## src/hw/rtl/two_source_delay_alignment_unit_defines.svh

```systemverilog
// ----------------------------------------------------------------------------
// Two-source delay alignment: assertion macros
// Shared concurrent assertion forms, clocked on the rising edge and held
// off while the synchronous reset is high.
// ----------------------------------------------------------------------------
`ifndef TWO_SOURCE_DELAY_ALIGNMENT_UNIT_DEFINES_SVH
`define TWO_SOURCE_DELAY_ALIGNMENT_UNIT_DEFINES_SVH

// Same-cycle implication.
`define TDAU_ASSERT_NOW(label, clk, rst, ante, cons) \
  label: assert property (@(posedge clk) disable iff (rst) (ante) |-> (cons)) \
    else $error("tdau same-cycle check failed");

// Next-cycle implication.
`define TDAU_ASSERT_NEXT(label, clk, rst, ante, cons) \
  label: assert property (@(posedge clk) disable iff (rst) (ante) |=> (cons)) \
    else $error("tdau next-cycle check failed");

`endif

```

## src/hw/rtl/tdau_pkg.sv

```systemverilog
// ----------------------------------------------------------------------------
// tdau_pkg
// Types, codes and helpers shared by the delay alignment modules.
// ----------------------------------------------------------------------------
package tdau_pkg;

  // Configuration register indexes
  localparam logic [2:0] CFG_SYNC_ENABLED    = 3'd0;
  localparam logic [2:0] CFG_SYNC_MODE       = 3'd1;
  localparam logic [2:0] CFG_BASE_LATENCY    = 3'd2;
  localparam logic [2:0] CFG_MAX_OFFSET      = 3'd3;
  localparam logic [2:0] CFG_MANUAL_OFFSET   = 3'd4;
  localparam logic [2:0] CFG_LOCK_CONFIDENCE = 3'd5;

  // Request codes
  localparam logic [1:0] REQ_QUERY = 2'd0;
  localparam logic [1:0] REQ_LOAD  = 2'd1;
  localparam logic [1:0] REQ_CLEAR = 2'd2;
  localparam logic [1:0] REQ_SLEW  = 2'd3;

  // Status codes
  localparam logic [2:0] ST_OFF       = 3'd0;
  localparam logic [2:0] ST_MANUAL    = 3'd1;
  localparam logic [2:0] ST_SEARCHING = 3'd2;
  localparam logic [2:0] ST_HOLDING   = 3'd3;
  localparam logic [2:0] ST_LOCKED    = 3'd4;
  localparam logic [2:0] ST_LOW_CONF  = 3'd5;

  // Last surface code that gets a display delay (audio..meter)
  localparam logic [2:0] SURF_LAST_DISPLAY = 3'd3;

  // Slew rule, Q16 unity, delay saturation
  localparam logic signed [13:0] DEADBAND_MS  = 14'sd15;
  localparam logic signed [13:0] STEP_MS      = 14'sd20;
  localparam logic signed [13:0] SLEW_MIN     = -14'sd4096;
  localparam logic signed [13:0] SLEW_MAX     = 14'sd4095;
  localparam logic [16:0]        CONF_ONE     = 17'd65536;
  localparam logic [11:0]        DELAY_SAT    = 12'hFFF;

  typedef struct packed {
    logic        sync_enabled;
    logic        sync_mode;
    logic [10:0] base_latency_ms;
    logic [9:0]  max_offset_ms;
    logic [10:0] manual_offset_ms;   // two's complement
    logic [16:0] lock_confidence;
  } cfg_t;

  typedef struct packed {
    logic        valid;
    logic        held;
    logic [10:0] offset;             // two's complement
    logic [16:0] confidence;
  } est_t;

  typedef struct packed {
    logic [11:0] first_delay;
    logic [11:0] second_delay;
    logic [10:0] eff_offset;         // two's complement
    logic [2:0]  status;
  } breakdown_t;

  function automatic logic [16:0] clamp_conf(input logic [16:0] c);
    clamp_conf = (c > CONF_ONE) ? CONF_ONE : c;
  endfunction

endpackage

```

## src/hw/rtl/tdau_if.sv

```systemverilog
// ----------------------------------------------------------------------------
// tdau interfaces
// Valid/ready channels for requests, results and register writes.
// ----------------------------------------------------------------------------
interface tdau_req_if;
  logic               valid;
  logic               ready;
  logic [1:0]         req_type;
  logic               source_sel;
  logic [2:0]         surface_sel;
  logic [47:0]        arrival_ms;
  logic               new_est_valid;
  logic               new_est_held;
  logic signed [12:0] new_est_offset_ms;
  logic [16:0]        new_est_confidence;
  logic signed [12:0] current_offset_ms;
  logic signed [12:0] candidate_offset_ms;
  logic               slew_reset;

  modport source (
    output valid, req_type, source_sel, surface_sel, arrival_ms, new_est_valid,
           new_est_held, new_est_offset_ms, new_est_confidence, current_offset_ms,
           candidate_offset_ms, slew_reset,
    input  ready
  );
  modport sink (
    input  valid, req_type, source_sel, surface_sel, arrival_ms, new_est_valid,
           new_est_held, new_est_offset_ms, new_est_confidence, current_offset_ms,
           candidate_offset_ms, slew_reset,
    output ready
  );
endinterface

interface tdau_rsp_if;
  logic               valid;
  logic               ready;
  logic [47:0]        due_ms;
  logic [11:0]        surface_delay_ms;
  logic [11:0]        first_delay_ms;
  logic [11:0]        second_delay_ms;
  logic signed [10:0] effective_offset_ms;
  logic [2:0]         sync_status;
  logic signed [12:0] slewed_offset_ms;

  modport source (
    output valid, due_ms, surface_delay_ms, first_delay_ms, second_delay_ms,
           effective_offset_ms, sync_status, slewed_offset_ms,
    input  ready
  );
  modport sink (
    input  valid, due_ms, surface_delay_ms, first_delay_ms, second_delay_ms,
           effective_offset_ms, sync_status, slewed_offset_ms,
    output ready
  );
endinterface

interface tdau_cfg_if;
  logic        valid;
  logic        ready;
  logic [2:0]  index;
  logic [16:0] data;

  modport source (output valid, index, data, input ready);
  modport sink   (input valid, index, data, output ready);
endinterface

```

## src/hw/rtl/tdau_slew.sv

```systemverilog
// ----------------------------------------------------------------------------
// tdau_slew
// Moves an offset toward a candidate: 15 ms deadband, 20 ms step limit.
// ----------------------------------------------------------------------------
module tdau_slew (
  input  logic signed [12:0] cur,
  input  logic signed [12:0] cand,
  input  logic               jump,
  output logic signed [12:0] result
);

  logic signed [13:0] diff;
  logic signed [13:0] step;
  logic signed [13:0] moved;

  always_comb begin
    diff = 14'(cand) - 14'(cur);
    if (diff > tdau_pkg::STEP_MS) begin
      step = tdau_pkg::STEP_MS;
    end else if (diff < -tdau_pkg::STEP_MS) begin
      step = -tdau_pkg::STEP_MS;
    end else begin
      step = diff;
    end
    moved = 14'(cur) + step;
    if (jump) begin
      result = cand;
    end else if (diff >= -tdau_pkg::DEADBAND_MS && diff <= tdau_pkg::DEADBAND_MS) begin
      result = cur;
    end else if (moved > tdau_pkg::SLEW_MAX) begin
      result = tdau_pkg::SLEW_MAX[12:0];
    end else if (moved < tdau_pkg::SLEW_MIN) begin
      result = tdau_pkg::SLEW_MIN[12:0];
    end else begin
      result = moved[12:0];
    end
  end

endmodule

```

## src/hw/rtl/tdau_calc.sv

```systemverilog
// ----------------------------------------------------------------------------
// tdau_calc
// Effective offset, per-source delays and status from config and estimate.
// ----------------------------------------------------------------------------
module tdau_calc (
  input  tdau_pkg::cfg_t       cfg,
  input  tdau_pkg::est_t       est,
  input  logic [9:0]           max_off,
  input  logic [10:0]          base_lat,
  output tdau_pkg::breakdown_t bd
);

  logic               locked;
  logic               use_auto;
  logic signed [10:0] raw;
  logic signed [10:0] lim;
  logic signed [10:0] eff;
  logic [10:0]        mag;
  logic [12:0]        first_sum;
  logic [12:0]        second_sum;

  always_comb begin
    locked   = est.confidence >= tdau_pkg::clamp_conf(cfg.lock_confidence);
    use_auto = cfg.sync_mode && est.valid && (est.held || locked);
    raw      = use_auto ? $signed(est.offset) : $signed(cfg.manual_offset_ms);
    lim      = $signed({1'b0, max_off});
    if (raw > lim) begin
      eff = lim;
    end else if (raw < -lim) begin
      eff = -lim;
    end else begin
      eff = raw;
    end
    mag = eff[10] ? 11'(-eff) : eff;   // |eff| <= 1023

    first_sum  = {2'b00, base_lat} + (eff[10] ? 13'd0 : {2'b00, mag});
    second_sum = {2'b00, base_lat} + (eff[10] ? {2'b00, mag} : 13'd0);

    if (!cfg.sync_enabled) begin
      bd = '0;
      bd.status = tdau_pkg::ST_OFF;
    end else begin
      bd.first_delay  = first_sum[12]  ? tdau_pkg::DELAY_SAT : first_sum[11:0];
      bd.second_delay = second_sum[12] ? tdau_pkg::DELAY_SAT : second_sum[11:0];
      bd.eff_offset   = eff;
      if (!cfg.sync_mode) begin
        bd.status = tdau_pkg::ST_MANUAL;
      end else if (!est.valid) begin
        bd.status = tdau_pkg::ST_SEARCHING;
      end else if (est.held) begin
        bd.status = tdau_pkg::ST_HOLDING;
      end else if (locked) begin
        bd.status = tdau_pkg::ST_LOCKED;
      end else begin
        bd.status = tdau_pkg::ST_LOW_CONF;
      end
    end
  end

endmodule

```

## src/hw/rtl/two_source_delay_alignment_unit.sv

```systemverilog
// ----------------------------------------------------------------------------
// two_source_delay_alignment_unit
// Path: a request transaction passes through the input register, then the
//   result register, to result valid; nothing inside the block stalls it.
// Throughput: 1 transaction per cycle while the result side is ready, set by the
//   single pass from the input register through estimate update and delay math into the result register.
// Reset: clears the estimate, valid flags and registers (max offset 1000).
// ----------------------------------------------------------------------------
`include "two_source_delay_alignment_unit_defines.svh"

module two_source_delay_alignment_unit #(
  parameter int MAX_OFFSET_LIMIT_MS = 1000,
  parameter int MIN_BASE_LATENCY_MS = 0,
  parameter int MAX_BASE_LATENCY_MS = 2000
) (
  input  logic              clk,
  input  logic              rst,
  tdau_cfg_if.sink          cfg,
  tdau_req_if.sink          req,
  tdau_rsp_if.source        rsp
);

  // Parameter limits as vectors; register fields are three bits narrower than these.
  localparam logic [12:0] OFF_LIMIT = 13'(MAX_OFFSET_LIMIT_MS);
  localparam logic [13:0] BASE_MIN  = 14'(MIN_BASE_LATENCY_MS);
  localparam logic [13:0] BASE_MAX  = 14'(MAX_BASE_LATENCY_MS);

  // --------------------------------------------------------------------------
  // Configuration registers. Writes are for the user to make only while the block is
  // idle; the block itself does not enforce this, and the port is always ready.
  // --------------------------------------------------------------------------
  tdau_pkg::cfg_t regs;

  assign cfg.ready = 1'b1;

  always_ff @(posedge clk) begin
    if (rst) begin
      regs <= '{max_offset_ms: 10'd1000, default: '0};
    end else if (cfg.valid) begin
      case (cfg.index)
        tdau_pkg::CFG_SYNC_ENABLED:    regs.sync_enabled     <= cfg.data[0];
        tdau_pkg::CFG_SYNC_MODE:       regs.sync_mode        <= cfg.data[0];
        tdau_pkg::CFG_BASE_LATENCY:    regs.base_latency_ms  <= cfg.data[10:0];
        tdau_pkg::CFG_MAX_OFFSET:      regs.max_offset_ms    <= cfg.data[9:0];
        tdau_pkg::CFG_MANUAL_OFFSET:   regs.manual_offset_ms <= cfg.data[10:0];
        tdau_pkg::CFG_LOCK_CONFIDENCE: regs.lock_confidence  <= cfg.data[16:0];
        default: ;
      endcase
    end
  end

  // Clamp register values to the parameter limits.
  logic [9:0]  max_off;
  logic [13:0] base_ext;
  logic [13:0] base_c;
  logic [10:0] base_lat;

  always_comb begin
    max_off  = ({3'b000, regs.max_offset_ms} > OFF_LIMIT) ? OFF_LIMIT[9:0]
                                                          : regs.max_offset_ms;
    base_ext = {3'b000, regs.base_latency_ms};
    if (base_ext < BASE_MIN) begin
      base_c = BASE_MIN;
    end else if (base_ext > BASE_MAX) begin
      base_c = BASE_MAX;
    end else begin
      base_c = base_ext;
    end
    base_lat = base_c[10:0];   // max limit 2000, so never above 2047
  end

  // --------------------------------------------------------------------------
  // Input register. Moves on whenever the result register is free or being
  // drained this cycle; a waiting result that is not drained holds the next request.
  // --------------------------------------------------------------------------
  logic               s1_valid;
  logic [1:0]         s1_req_type;
  logic               s1_source_sel;
  logic [2:0]         s1_surface_sel;
  logic [47:0]        s1_arrival_ms;
  logic               s1_new_valid;
  logic               s1_new_held;
  logic signed [12:0] s1_new_offset;
  logic [16:0]        s1_new_conf;
  logic signed [12:0] s1_cur_offset;
  logic signed [12:0] s1_cand_offset;
  logic               s1_slew_reset;

  logic out_valid;
  logic adv;

  assign adv       = s1_valid && (!out_valid || rsp.ready);
  assign req.ready = !s1_valid || adv;

  always_ff @(posedge clk) begin
    if (rst) begin
      s1_valid <= 1'b0;
    end else if (req.ready) begin
      s1_valid <= req.valid;
    end
  end

  always_ff @(posedge clk) begin
    if (req.valid && req.ready) begin
      s1_req_type    <= req.req_type;
      s1_source_sel  <= req.source_sel;
      s1_surface_sel <= req.surface_sel;
      s1_arrival_ms  <= req.arrival_ms;
      s1_new_valid   <= req.new_est_valid;
      s1_new_held    <= req.new_est_held;
      s1_new_offset  <= req.new_est_offset_ms;
      s1_new_conf    <= req.new_est_confidence;
      s1_cur_offset  <= req.current_offset_ms;
      s1_cand_offset <= req.candidate_offset_ms;
      s1_slew_reset  <= req.slew_reset;
    end
  end

  // --------------------------------------------------------------------------
  // Estimate update. Results report the state after this transaction's
  // update, so the delay math reads est_next rather than est.
  // --------------------------------------------------------------------------
  tdau_pkg::est_t     est;
  tdau_pkg::est_t     est_next;
  logic signed [12:0] off_lim;
  logic signed [12:0] load_off;

  always_comb begin
    off_lim = $signed({3'b000, max_off});
    if (s1_new_offset > off_lim) begin
      load_off = off_lim;
    end else if (s1_new_offset < -off_lim) begin
      load_off = -off_lim;
    end else begin
      load_off = s1_new_offset;
    end

    case (s1_req_type)
      tdau_pkg::REQ_LOAD: begin
        est_next.valid      = s1_new_valid;
        est_next.held       = s1_new_held;
        est_next.offset     = load_off[10:0];
        est_next.confidence = tdau_pkg::clamp_conf(s1_new_conf);
      end
      tdau_pkg::REQ_CLEAR: begin
        est_next = '0;
      end
      default: begin
        est_next = est;
      end
    endcase
  end

  always_ff @(posedge clk) begin
    if (rst) begin
      est <= '0;
    end else if (adv) begin
      est <= est_next;
    end
  end

  // --------------------------------------------------------------------------
  // Delay breakdown and slew.
  // --------------------------------------------------------------------------
  tdau_pkg::breakdown_t bd;
  logic signed [12:0]   slew_out;

  tdau_calc u_calc (
    .cfg      (regs),
    .est      (est_next),
    .max_off  (max_off),
    .base_lat (base_lat),
    .bd       (bd)
  );

  tdau_slew u_slew (
    .cur    (s1_cur_offset),
    .cand   (s1_cand_offset),
    .jump   (s1_slew_reset),
    .result (slew_out)
  );

  // Analyzer, decoder, recording (and the spare code) get no delay.
  logic [11:0] sdelay;

  always_comb begin
    if (s1_surface_sel <= tdau_pkg::SURF_LAST_DISPLAY) begin
      sdelay = s1_source_sel ? bd.second_delay : bd.first_delay;
    end else begin
      sdelay = '0;
    end
  end

  // --------------------------------------------------------------------------
  // Result register.
  // --------------------------------------------------------------------------
  always_ff @(posedge clk) begin
    if (rst) begin
      out_valid <= 1'b0;
    end else if (adv) begin
      out_valid <= 1'b1;
    end else if (rsp.ready) begin
      out_valid <= 1'b0;
    end
  end

  always_ff @(posedge clk) begin
    if (adv) begin
      rsp.due_ms              <= s1_arrival_ms + {36'd0, sdelay};   // wraps mod 2^48
      rsp.surface_delay_ms    <= sdelay;
      rsp.first_delay_ms      <= bd.first_delay;
      rsp.second_delay_ms     <= bd.second_delay;
      rsp.effective_offset_ms <= bd.eff_offset;
      rsp.sync_status         <= bd.status;
      rsp.slewed_offset_ms    <= (s1_req_type == tdau_pkg::REQ_SLEW) ? slew_out : 13'sd0;
    end
  end

  assign rsp.valid = out_valid;

  // --------------------------------------------------------------------------
  // Checks
  // --------------------------------------------------------------------------
  logic adv_clear;
  logic adv_query;
  logic est_empty;

  assign adv_clear = adv && (s1_req_type == tdau_pkg::REQ_CLEAR);
  assign adv_query = adv && (s1_req_type == tdau_pkg::REQ_QUERY);
  assign est_empty = !est.valid && !est.held && (est.confidence == '0);

  `TDAU_ASSERT_NEXT(a_clear_empties_est, clk, rst, adv_clear, est_empty)
  `TDAU_ASSERT_NOW(a_conf_in_range, clk, rst, 1'b1, est.confidence <= tdau_pkg::CONF_ONE)
  `TDAU_ASSERT_NEXT(a_adv_fills_result, clk, rst, adv, out_valid)
  `TDAU_ASSERT_NEXT(a_query_keeps_est, clk, rst, adv_query, $stable(est))

endmodule

```

## src/flat_wrapper.sv

```systemverilog
// flat-port wrapper written by rule: the top's interface ports become plain ports
module two_source_delay_alignment_unit_flat 
#(
  parameter int MAX_OFFSET_LIMIT_MS = 1000,
  parameter int MIN_BASE_LATENCY_MS = 0,
  parameter int MAX_BASE_LATENCY_MS = 2000
)
  (clk, rst, cfg_valid, cfg_index, cfg_data, cfg_ready, req_valid, req_req_type, req_source_sel, req_surface_sel, req_arrival_ms, req_new_est_valid, req_new_est_held, req_new_est_offset_ms, req_new_est_confidence, req_current_offset_ms, req_candidate_offset_ms, req_slew_reset, req_ready, rsp_valid, rsp_due_ms, rsp_surface_delay_ms, rsp_first_delay_ms, rsp_second_delay_ms, rsp_effective_offset_ms, rsp_sync_status, rsp_slewed_offset_ms, rsp_ready);
  tdau_cfg_if cfg_i ();
  tdau_req_if req_i ();
  tdau_rsp_if rsp_i ();
  input  logic clk;
  input  logic rst;
  input wire logic [$bits(cfg_i.valid)-1:0] cfg_valid;
  input wire logic [$bits(cfg_i.index)-1:0] cfg_index;
  input wire logic [$bits(cfg_i.data)-1:0] cfg_data;
  output wire logic [$bits(cfg_i.ready)-1:0] cfg_ready;
  input wire logic [$bits(req_i.valid)-1:0] req_valid;
  input wire logic [$bits(req_i.req_type)-1:0] req_req_type;
  input wire logic [$bits(req_i.source_sel)-1:0] req_source_sel;
  input wire logic [$bits(req_i.surface_sel)-1:0] req_surface_sel;
  input wire logic [$bits(req_i.arrival_ms)-1:0] req_arrival_ms;
  input wire logic [$bits(req_i.new_est_valid)-1:0] req_new_est_valid;
  input wire logic [$bits(req_i.new_est_held)-1:0] req_new_est_held;
  input wire logic [$bits(req_i.new_est_offset_ms)-1:0] req_new_est_offset_ms;
  input wire logic [$bits(req_i.new_est_confidence)-1:0] req_new_est_confidence;
  input wire logic [$bits(req_i.current_offset_ms)-1:0] req_current_offset_ms;
  input wire logic [$bits(req_i.candidate_offset_ms)-1:0] req_candidate_offset_ms;
  input wire logic [$bits(req_i.slew_reset)-1:0] req_slew_reset;
  output wire logic [$bits(req_i.ready)-1:0] req_ready;
  output wire logic [$bits(rsp_i.valid)-1:0] rsp_valid;
  output wire logic [$bits(rsp_i.due_ms)-1:0] rsp_due_ms;
  output wire logic [$bits(rsp_i.surface_delay_ms)-1:0] rsp_surface_delay_ms;
  output wire logic [$bits(rsp_i.first_delay_ms)-1:0] rsp_first_delay_ms;
  output wire logic [$bits(rsp_i.second_delay_ms)-1:0] rsp_second_delay_ms;
  output wire logic [$bits(rsp_i.effective_offset_ms)-1:0] rsp_effective_offset_ms;
  output wire logic [$bits(rsp_i.sync_status)-1:0] rsp_sync_status;
  output wire logic [$bits(rsp_i.slewed_offset_ms)-1:0] rsp_slewed_offset_ms;
  input wire logic [$bits(rsp_i.ready)-1:0] rsp_ready;
  assign cfg_i.valid = cfg_valid;
  assign cfg_i.index = cfg_index;
  assign cfg_i.data = cfg_data;
  assign cfg_ready = cfg_i.ready;
  assign req_i.valid = req_valid;
  assign req_i.req_type = req_req_type;
  assign req_i.source_sel = req_source_sel;
  assign req_i.surface_sel = req_surface_sel;
  assign req_i.arrival_ms = req_arrival_ms;
  assign req_i.new_est_valid = req_new_est_valid;
  assign req_i.new_est_held = req_new_est_held;
  assign req_i.new_est_offset_ms = req_new_est_offset_ms;
  assign req_i.new_est_confidence = req_new_est_confidence;
  assign req_i.current_offset_ms = req_current_offset_ms;
  assign req_i.candidate_offset_ms = req_candidate_offset_ms;
  assign req_i.slew_reset = req_slew_reset;
  assign req_ready = req_i.ready;
  assign rsp_valid = rsp_i.valid;
  assign rsp_due_ms = rsp_i.due_ms;
  assign rsp_surface_delay_ms = rsp_i.surface_delay_ms;
  assign rsp_first_delay_ms = rsp_i.first_delay_ms;
  assign rsp_second_delay_ms = rsp_i.second_delay_ms;
  assign rsp_effective_offset_ms = rsp_i.effective_offset_ms;
  assign rsp_sync_status = rsp_i.sync_status;
  assign rsp_slewed_offset_ms = rsp_i.slewed_offset_ms;
  assign rsp_i.ready = rsp_ready;
  two_source_delay_alignment_unit #(.MAX_OFFSET_LIMIT_MS(MAX_OFFSET_LIMIT_MS), .MIN_BASE_LATENCY_MS(MIN_BASE_LATENCY_MS), .MAX_BASE_LATENCY_MS(MAX_BASE_LATENCY_MS)) u_core (.clk(clk), .rst(rst), .cfg(cfg_i), .req(req_i), .rsp(rsp_i));
endmodule
```

## config.mk

```make
export PLATFORM = sky130hd
export DESIGN_NAME = two_source_delay_alignment_unit_flat
export DESIGN_NICKNAME = d
export VERILOG_FILES = /design/src/hw/rtl/tdau_pkg.sv /design/src/hw/rtl/tdau_if.sv /design/src/hw/rtl/tdau_slew.sv /design/src/hw/rtl/tdau_calc.sv /design/src/hw/rtl/two_source_delay_alignment_unit.sv /design/src/flat_wrapper.sv
export VERILOG_INCLUDE_DIRS = /design/src /design/src/hw/rtl
export SDC_FILE = /design/constraint.sdc
export NUM_CORES = 1
export LEC_CHECK = 0
export BUFFER_PORTS_ARGS = -buffer_cell sky130_fd_sc_hd__clkbuf_2
export CAP_MARGIN = 20
export CELL_PAD_IN_SITES_DETAIL_PLACEMENT = 1
export CELL_PAD_IN_SITES_GLOBAL_PLACEMENT = 1
export CORE_MARGIN = 5
export CORE_UTILIZATION = 48
export CTS_CLUSTER_SIZE = 14
export DETAILED_ROUTE_END_ITERATION = 8
export GPL_TIMING_DRIVEN = 0
export HOLD_SLACK_MARGIN = 0.02
export PLACE_DENSITY = 0.84
export SETUP_SLACK_MARGIN = 0.5
export SYNTH_ARGS = -nofsm -noshare
export SYNTH_HDL_FRONTEND = slang
export SYNTH_SLANG_ARGS = --single-unit
export TNS_END_PERCENT = 1
```

## constraint.sdc

```tcl
create_clock -name clk -period 23.9 [get_ports clk]
set_input_delay 1.195 -clock clk [delete_from_list [all_inputs] [get_ports clk]]
set_output_delay 1.195 -clock clk [all_outputs]
set_load 0.01 [all_outputs]
```

==> results.tsv <==
stage	metric	value	unit
global_routing	antenna_found_initial	11	
synth	ys_seq_area_frac	0.482	
synth	async_flop_share	0	
timing	hold_viol_final	0	
worst_setup_path	crit_arrival	14870	ps
timing	clock_skew	18.8	ps
placed_design	io_buffers	245	
worst_setup_path	cp.required	24200	ps
timing	fmax	68.6	MHz
clocking	ctsHtreeMaxLevel	2	
worst_hold_path	worstHoldPathType	flip-flop to flip-flop	
synth	synthCells	1748	
timing	min_period	14580	ps
synth	synth.distinct_cells	86	
timing	rsz0062_at_grt	false	
placed_design	gp_congestion	0.923	
cells_and_area	nNetsFinal	2301	
floorplanning	initial_core_util	0.486	
floorplanning	dieHeight	200	µm
clocking	clk_path_buf_depth	3	
floorplanning	die_w	200	µm
pwr	p_seq_frac	0.454	
run_status	status	completed	
clocking	cts-root-buf	clkbuf_16	
placed_design	dp_hpwl	43.2	mm
timing	tightest_slew	1220	ps
timing	final.setup.tns	0	ps
synth	synth_most_common_cell	nand2_1	
placed_design	dpl_cell_area	0.0191	mm²
worst_setup_path	crit_type	flip-flop to flip-flop	
global_routing	grt_overflow	0	
pwr	p_comb_frac	0.149	
synth	synth_warnings	0	
pwr	peakVddDrop	0.0591	mV
floorplanning	num_io_pins	252	
synth	synth_nets	2013	
synth	synthFlopType	edfxtp_1	
pwr	swShare	0.278	
floorplanning	num_rows	69	
detailed_routing	finalWirelength	58.0	mm
clocking	ctsHoldBuffers	0	
synth	netlist_top_cells_count	238 x nand2_1, 222 x edfxtp_1, 155 x a21oi_1	
detailed_routing	drtIter0Drc	816	
pwr	p_sw	0.000374	W
detailed_routing	dr_total_vias	15000	
cells_and_area	finalInstanceArea	0.0203	mm²
worst_setup_path	worstSetupStartpointType	flip-flop	
global_routing	grt_max_degree	68	
synth	syn_area	0.0173	mm²
synth	synth_largest_area_cell	edfxtp_1	
clocking	clkLatencyLatePin	560	ps
synth	synth.avg_cell_area	9.88	µm²
floorplanning	core	0.0356	mm²
timing	finalSetupViolCount	0	
global_routing	grt_pass1_wl	88.3	mm
clocking	cts_tree	done	
cells_and_area	drive_gt1_frac	0.169	
pwr	clockPowerShare	0.397	
timing	slew_violations	0	
timing	fin_crit_sh	0.610	
clocking	post_cts_buffers	0	
global_routing	grt_usage	0.283	
detailed_routing	detail-route-antenna-nets	0	
worst_setup_path	cp_slowest_cell	a21oi_1	
synth	synth_edf_count	222	
pwr	p_int	0.000972	W
clocking	clock_sinks	305	
clocking	cts.repair.resized	0	
detailed_routing	viasPerCell	5.90	
detailed_routing	drt-wirelength-per-cell	22.9	µm
synth	netlist.area_leader.share	0.386	
synth	synth.top_cells.by_area	edfxtp_1 39%, dfxtp_1 9.6%, ha_1 8.8%, nand2_1 5.2%, a21oi_1 4.5%	
worst_setup_path	crit_fanout	10	
clocking	cts_made_buffers	36	
pwr	p_leak	8.09	nW
synth	ys_ff_latch	305	
floorplanning	die_area	0.0399	mm²
global_routing	grt_pass1_vias	16100	
clocking	clk_pin_slew	60	ps
cells_and_area	area_growth	17.6	%
detailed_routing	firstDrtPassIters	5	
worst_setup_path	worst_setup_path_end_kind	flip-flop	
timing	slew_headroom	0.173	
detailed_routing	drc	0	
worst_setup_path	slowest_delay	860	ps
pwr	p_per_area	66.2	mW/mm²
job	drv_cap	0	
## final cells by class
class / count / area, µm²
Multi-Input combinational cell: 1301 / 8400
Timing Repair Buffer: 250 / 1300
Buffer: 69 / 277
Clock buffer: 41 / 961
Clock inverter: 25 / 173
Inverter: 73 / 274
Tap cell: 461 / 577
Fill cell: 4052 / 15300
Antenna cell: 12 / 30.0
Sequential cell: 305 / 8330
## stage by stage
stage               utilization  worst slack (ps)  power [W]  hold slack [ps]  instances
floorplan                     -             12990   0.000744              436       1748
global placement          0.536              9710   0.000806              443       2454
detailed placement        0.538              9720   0.000815              451       2458
CTS                       0.570              9490    0.00135              459       2524
global route              0.571              8340    0.00140              482       2535
finish                    0.571              9320    0.00135              458       2537
## cell families after synthesis
group | count (synthesis) | synth area share
fa+ha+maj | 128 | 0.0947
compound gates | 417 | 0.157
other cells | 2 | 0.000435
buf+inv | 142 | 0.0317
simple gates | 651 | 0.179
flops | 305 | 0.482
xor+xnor | 78 | 0.0396
mux | 25 | 0.0149
## cells in the final DEF, fill, tap and decap left out, types with 20 or more instances in the layout
master	synthesis	routed
a21oi_1	155	155
and2_1	30	29
and3_1	21	21
clkbuf_1	58	59
clkbuf_16	0	37
clkbuf_2	0	245
dfxtp_1	83	83
edfxtp_1	222	222
ha_1	122	122
inv_1	71	71
mux2i_1	22	22
nand2_1	238	238
nand2b_1	24	24
nand3_1	37	37
nand4_1	23	23
nor2_1	150	150
nor3_1	46	46
o21a_1	27	27
o21ai_0	58	58
xnor2_1	58	58
xor2_1	20	20
## layer usage
metal | share of wire | vias to the layer above | global-route usage
li1 | - | 6961 | -
met1 | 0.39 | 7356 | 0.333
met2 | 0.50 | 491 | 0.502
met3 | 0.051 | 168 | 0.0482
met4 | 0.053 | 2 | 0.136
met5 | 0.00012 | - | 0
## power by group through the flow
stage / Sequential, W / Combinational [W] / Clock (W)
floorplan: 0.000622 / 0.000123 / 0
global placement: 0.000622 / 0.000183 / 0
detailed placement: 0.000620 / 0.000194 / 0
CTS: 0.000610 / 0.000199 / 0.000545
global route: 0.000612 / 0.000218 / 0.000568
finish: 0.000610 / 0.000201 / 0.000534
## registers in the layout, summed over array words and instances (netlist names), 2 cells and up
name	flops
u_core.s1_new_offset	13
u_core.rsp.sync_status	3
u_core.regs	40
u_core.est	30
u_core.s1_cur_offset	13
u_core.s1_cand_offset	13
u_core.s1_new_conf	17
u_core.rsp.surface_delay_ms	12
u_core.s1_req_type	2
u_core.s1_arrival_ms	48
u_core.rsp.slewed_offset_ms	13
u_core.rsp.first_delay_ms	12
u_core.rsp.due_ms	48
u_core.base_ext	11
u_core.rsp.second_delay_ms	12
u_core.rsp.effective_offset_ms	11
## critical path, delay by kind of cell (launching register included)
kind            cells  cell delay, ps
buf+inv             7            2320
simple gates       12            2660
compound gates     22            5990
xor+xnor            3             790
flops               1             300
fa+ha+maj           6            1810
mux                 1             400
## final timing paths
check,from,to,slack [ps],cells after the start
worst max-delay path,u_core.regs[37],u_core.rsp.due_ms[32],9320,51
worst min-delay path,u_core.est[11],u_core.est[11],460,2
worst max register to register,u_core.regs[37],u_core.rsp.due_ms[32],9320,51
worst min register to register,u_core.est[11],u_core.est[11],460,2
Note: power is estimated with default switching activity, not from simulation.
